**src/rtl/core/psi_pkg.sv**
```systemverilog
// Shared types and defaults for the point-in-shape test unit.
package psi_pkg;

  localparam int MaxVertices = 64;

  typedef struct packed {
    logic signed [23:0] dx;
    logic signed [23:0] dy;
  } vertex_t;

  typedef struct packed {
    logic    valid;
    logic    circle;
    vertex_t vi;
    vertex_t vj;
  } edge_req_t;

endpackage

```
**src/rtl/core/psi_cell.sv**
```systemverilog
// One vertex cell of the rotating vertex ring.
module psi_cell (
  input  logic             clk,
  input  logic             load,
  input  psi_pkg::vertex_t load_val,
  input  logic             shift,
  input  psi_pkg::vertex_t shift_in,
  output psi_pkg::vertex_t val
);

  always_ff @(posedge clk) begin
    if (load) begin
      val <= load_val;
    end else if (shift) begin
      val <= shift_in;
    end
  end

endmodule

```
**config.mk**
```make
export PLATFORM = sky130hd
export DESIGN_NAME = psi_cell
export DESIGN_NICKNAME = d
export VERILOG_FILES = /design/src/rtl/core/psi_pkg.sv /design/src/rtl/core/psi_cell.sv
export SDC_FILE = /design/constraint.sdc
export NUM_CORES = 1
export LEC_CHECK = 0
export ABC_AREA = 1
export BUFFER_PORTS_ARGS = -buffer_cell sky130_fd_sc_hd__buf_2
export CORE_MARGIN = 2
export CORE_UTILIZATION = 41
export DETAILED_ROUTE_END_ITERATION = 10
export GPL_ROUTABILITY_DRIVEN = 0
export PLACE_DENSITY = 0.79
export REMOVE_ABC_BUFFERS = 1
export SETUP_SLACK_MARGIN = 0.4
export SYNTH_ARGS = -nofsm -noshare
export SYNTH_HDL_FRONTEND = slang
export SYNTH_SLANG_ARGS = --single-unit
export TNS_END_PERCENT = 30
```
**constraint.sdc**
```tcl
create_clock -name clk -period 2.35 [get_ports clk]
set_input_delay 0.3525 -clock clk [delete_from_list [all_inputs] [get_ports clk]]
set_output_delay 0.3525 -clock clk [all_outputs]
set_load 0.01 [all_outputs]
```
==> qor.txt, run 1 <==
status: complete, no violations
Post-CTS Resized: 0
drt total wl: 4660 µm
Synth Area in Adders: 0%
nets@finish: 447
Leak: 1.55 nW
cells after synthesis: 205
clk slew on worst S/H paths: 0.08 ns
number of global-route vias before repair: 1702
Diodes inserted: 0
Post-Place Setup Slack: 0.547 ns
Synth Register Bits: 48
placed cell areas: 2810 µm²
hold_ws: 0.321 ns
Root Buffer: clkbuf_8
Synth top area share: 69.5%
Core Area: 4790 µm²
Final Cycle Share: 62.5%
Cell Rows: 25
Syn. warnings: 0
# setup viols final: 0
global-route wire length before repair: 7220 µm
combinational family with the most area after synthesis: simple AND/OR/NAND/NOR gates
vias per inst: 4.38
crit-path max FO: 49
WS Path Type: in2reg
power density cells: 639 nW/µm²
Tot GR Track Use: 17.0%
TNS Setup: 0 ns
cts bufs inserted: 5
syn avg cell area: 10.1 µm²
DIE HEIGHT: 75.1 µm
Yosys cell types: 7
fin area: 2890 µm²
post-synthesis simple-gate area fraction: 26.4%
initial core utilization: 43.3%
Compound-Gate Fraction of Synth Area: 0%
Post-CTS Hold Fix Bufs: 0
Min-Delay Path Depth: 3
critical path endpoint category: register
share of cells above drive strength 1: 44.1%
RSZ-0062 raised after global routing: no
H-tree levels: 2
hold crit path type: in2reg
IO buf count: 146
largest net degree at the start of global routing: 50
XOR/XNOR Fraction of Synth Area: 0%
worst hold endpoint: val[20]$_DFFE_PP_
Synth Cell Area: 2070 µm²
Clock Sinks: 48
fill cell count: 414
register area share after synthesis: 69.5%
CP required: 2.39 ns
Longest Clk Path Bufs: 2
Die W: 75.1 µm
Largest register FFs: 48
initial antenna violation count: 0
biggest regs: val x48
Synth area leader: edfxtp_1
DRC Markers: 0
Largest Register: val
DRT iter0 DRCs: 65
Hold Vio Cnt, Final: 0
Setup WS post-layout: 0.881 ns
synth top area cells: edfxtp_1, nand2_1, buf_6
CTS tree: built
Max-Slew Margin vs Limit: 26.6%
I/O pin total: 147
Peak supply drop: 0.000325 V
DP HPWL: 3420 µm
first-pass iteration count of the detailed router: 4
die area: 5640 µm²
Tmin final: 1.47 ns
Max Clk Rate: 681 MHz
Slew Viols, Final: 0
Overflow after GRT: 0
Arrival @ worst endpoint: 1.51 ns
DRT antenna net count: 0
buffer count from post-CTS setup fixing: 0
Worst Tran Pin Value: 1.10 ns
Area Growth Syn to Fin: 39.5%
total number of vias: 1824
max-cap violations: 0
post-synthesis mux area share: 0%
Setup crit start kind: primary input
hold_sp: shift_in[20]
drt wl/cell: 11.2 µm
Finished Core Util: 60.5%
[layout by cell type (no fill, tap or decap)]
master | Yosys | layout
inv_2 | 1 | 1
clkinv_1 | 0 | 1
edfxtp_1 | 48 | 48
buf_2 | 6 | 146
or2_2 | 0 | 1
nand2_1 | 144 | 144
buf_4 | 1 | 1
clkbuf_1 | 0 | 2
clkbuf_8 | 0 | 5
[kinds of logic after synthesis]
| kind of cell | count (synthesis) |
|---|---|
| and+or+nand+nor | 145 |
| buffers and inverters | 12 |
| DFF | 48 |
[cells in the mapped netlist]
master,number
edfxtp_1,48
or2_1,1
buf_6,4
buf_2,6
nand2_1,144
inv_2,1
buf_4,1
[report_power, final]
group	internal [mW]	leakage, nW	switching [mW]
Combinational	0.147	1.01	0.179
Sequential	1.05	0.494	0.0204
Clock	0.207	0.0399	0.246
Total	1.40	1.55	0.445
[routing by layer]
layer / up-vias / wire length (µm) / track usage (%)
met4: 0 / 49 / 4.09
li1: 938 / - / -
met1: 800 / 1740 / 17.8
met3: 5 / 416 / 5.35
met2: 81 / 2460 / 32.7
met5: - / 0 / 0
[critical path: stages]
cell	delay [ns]
buf_2	0.08
buf_4	0.40
inv_2	0.43
nand2_1	0.16
nand2_1	0.06
[worst max path at each step]
| stage | startpoint | to | slack (ns) | cells after the start |
|---|---|---|---|---|
| 6_report | load | val[2]$_DFFE_PP_ | 0.88 | 5 |
| 5_1_grt | load | val[4]$_DFFE_PP_ | 0.68 | 5 |
| 4_1_cts | load | val[4]$_DFFE_PP_ | 0.86 | 5 |
| 3_5_place_dp | load | val[4]$_DFFE_PP_ | 0.55 | 5 |
| 3_3_place_gp | load | val[3]$_DFFE_PP_ | 0.59 | 5 |
| 2_1_floorplan | shift | val[0]$_DFFE_PP_ | 0.50 | 1 |
[final cells by class]
| class | count | area, µm² | area share [%] |
|---|---|---|---|
| sequential | 48 | 1440 | 49.8 |
| timing repair buffer | 147 | 738 | 25.5 |
| multi-input combinational | 145 | 547 | 18.9 |
| tap | 67 | 83.8 | 2.90 |
| clock buffer | 7 | 76.3 | 2.64 |
| clock inverter | 1 | 3.75 | 0.130 |
| inverter | 1 | 3.75 | 0.130 |
[metrics by stage]
stage / std cells / power, mW
floorplan: 194 / 1.22
global placement: 408 / 1.41
detailed placement: 408 / 1.42
CTS: 416 / 1.87
global route: 416 / 1.95
finish: 416 / 1.85
Note: power is estimated with default switching activity, not from simulation.
==> run 2: changes to the inputs <==
--- a/config.mk
+++ b/config.mk
@@ -8,10 +8,10 @@
 export ABC_AREA = 1
 export BUFFER_PORTS_ARGS = -buffer_cell sky130_fd_sc_hd__buf_2
 export CORE_MARGIN = 2
-export CORE_UTILIZATION = 41
+export CORE_UTILIZATION = 37
 export DETAILED_ROUTE_END_ITERATION = 10
 export GPL_ROUTABILITY_DRIVEN = 0
-export PLACE_DENSITY = 0.79
+export PLACE_DENSITY = 0.75
 export REMOVE_ABC_BUFFERS = 1
 export SETUP_SLACK_MARGIN = 0.4
 export SYNTH_ARGS = -nofsm -noshare
==> constraint.sdc (replaced) <==
create_clock -name clk -period 1.35 [get_ports clk]
set_input_delay 0.2025 -clock clk [delete_from_list [all_inputs] [get_ports clk]]
set_output_delay 0.2025 -clock clk [all_outputs]
set_load 0.01 [all_outputs]
==> qor.txt, run 2 (synthesized netlist as in run 1, its figures left out) <==
WS Path Type: reg2out
hold crit path type: in2reg
CTS tree: built
max-cap violations: 0 (unchanged)
Peak supply drop: 0.000443 V (+36%)
Overflow after GRT: 0 (unchanged)
Cell Rows: 27 (+8.0%)
biggest regs: val x48
most common cell after layout, fill and taps aside: buf_2
Tmin final: 1.02 ns
largest net degree at the start of global routing: 49 (-2.0%)
CP cell instances: buf_6
DP HPWL: 3510 µm (+2.8%)
total number of vias: 1853 (+1.6%)
critical path endpoint category: output pin
Worst Tran Pin Value: 0.458 ns (-0.642 ns)
I/O pin total: 147 (unchanged)
Largest Register: val
Longest Clk Path Bufs: 2 (unchanged)
DIE HEIGHT: 78.9 µm (+5.0%)
RSZ-0062 raised after global routing: yes
Clock Sinks: 48 (unchanged)
fill cell count: 515 (+24%)
power density cells: 1100 nW/µm² (+72%)
nets@finish: 450 (+0.67%)
CP required: 1.15 ns (-1.24 ns)
drt total wl: 4650 µm (about the same)
Arrival @ worst endpoint: 0.82 ns (-0.69 ns)
Largest register FFs: 48 (unchanged)
Seq. cell area: 1440 µm² (unchanged)
Final Cycle Share: 75.8%
number of global-route vias before repair: 1629 (-4.3%)
Leak: 1.57 nW (+1.4%)
crit-path max FO: 1 (-98%)
slowest CP cell: edfxtp_1
status: complete, no violations
Finished Core Util: 53.8% (-6.7 points)
most frequent cells in the layout: buf_2, nand2_1, edfxtp_1, clkbuf_8, buf_4
share of cells above drive strength 1: 44.6% (+0.48 points)
Die W: 78.9 µm (+5.0%)
Top Family by Delay on Critical Path: flip-flops
first-pass iteration count of the detailed router: 4 (unchanged)
DRC Markers: 0 (unchanged)
global-route wire length before repair: 7080 µm (-1.9%)
drt wl/cell: 11.0 µm (-2.0%)
Max Clk Rate: 978 MHz
initial core utilization: 37.9% (-5.4 points)
Post-Place Setup Slack: 0.0715 ns (-0.476 ns)
IO buf count: 146 (unchanged)
DRT antenna net count: 0 (unchanged)
# setup viols final: 0 (unchanged)
area of the multi-input gates: 547 µm² (unchanged)
buffer count from post-CTS setup fixing: 0 (unchanged)
initial antenna violation count: 0 (unchanged)
Core Area: 5470 µm² (+14%)
cts bufs inserted: 5 (unchanged)
Final Non-Filler Cells: 424 (+1.9%)
Setup WS post-layout: 0.327 ns (-0.553 ns)
TNS Setup: 0 ns (unchanged)
die area: 6220 µm² (+10%)
Buf+Inv Stages, Crit Path: 1 (-2)
Tot GR Track Use: 14.6% (-2.4 points)
Area Growth Syn to Fin: 41.9%
clk slew on worst S/H paths: 0.08 ns (about the same)
Hold Vio Cnt, Final: 0 (unchanged)
Diodes inserted: 0 (unchanged)
Setup crit start kind: register
DRT iter0 DRCs: 91 (+40%)
Max stage delay on crit path: 0.40 ns (-0.03 ns)
Slew Viols, Final: 0 (unchanged)
vias per inst: 4.37 (-0.33%)
Root Buffer: clkbuf_8
H-tree levels: 2 (unchanged)
placed cells: 416 (+2.0%)
Max-Slew Margin vs Limit: 69.5% (+43 points)
## run 2: layer usage
| layer | GRT usage [%] | routed length (µm) | vias to the layer above |
|---|---|---|---|
| met2 | 27.4 | 2440 | 83 |
| met5 | 0 | 0 | - |
| met4 | 7.07 | 82 | 0 |
| met3 | 2.84 | 396 | 9 |
| li1 | - | - | 944 |
| met1 | 15.5 | 1730 | 817 |
## run 2: final timing paths
path	startpoint	end	slack, ns	depth (start not counted)
setup / recovery	val[4]$_DFFE_PP_	val[4]	0.33	1
hold / removal	shift_in[17]	val[17]$_DFFE_PP_	0.17	3
## run 2: metrics by stage
step / hold WS [ns] / total power [mW] / instance area, µm²
after floorplan: 0.381 / 2.13 / 1990
final: 0.172 / 3.23 / 2940
after global placement: 0.467 / 2.47 / 2860
after detailed placement: 0.469 / 2.48 / 2860
after global routing: 0.164 / 3.41 / 2940
after CTS: 0.159 / 3.28 / 2940
## run 2: final cells by class
type / count / area share, %
inverters: 1 / 0.212
well taps: 72 / 3.06
clock buffers: 7 / 2.59
flip-flops and latches: 48 / 49.0
multi-input cells: 145 / 18.6
clock inverters: 1 / 0.127
repair buffers: 150 / 26.5
## run 2: report_power, final
| group | switching (mW) | internal, mW | total, mW |
|---|---|---|---|
| Sequential | 0.0340 | 1.83 | 1.86 |
| Combinational | 0.318 | 0.269 | 0.586 |
| Clock | 0.425 | 0.361 | 0.786 |
## run 2: timing repair
item | 4_1_cts | 5_1_grt
resized for setup | 0 | 3
cloned | 0 | 0
pin swaps | 0 | 0
setup endpoints to repair | 54 | 96
hold buffers | 0 | 0
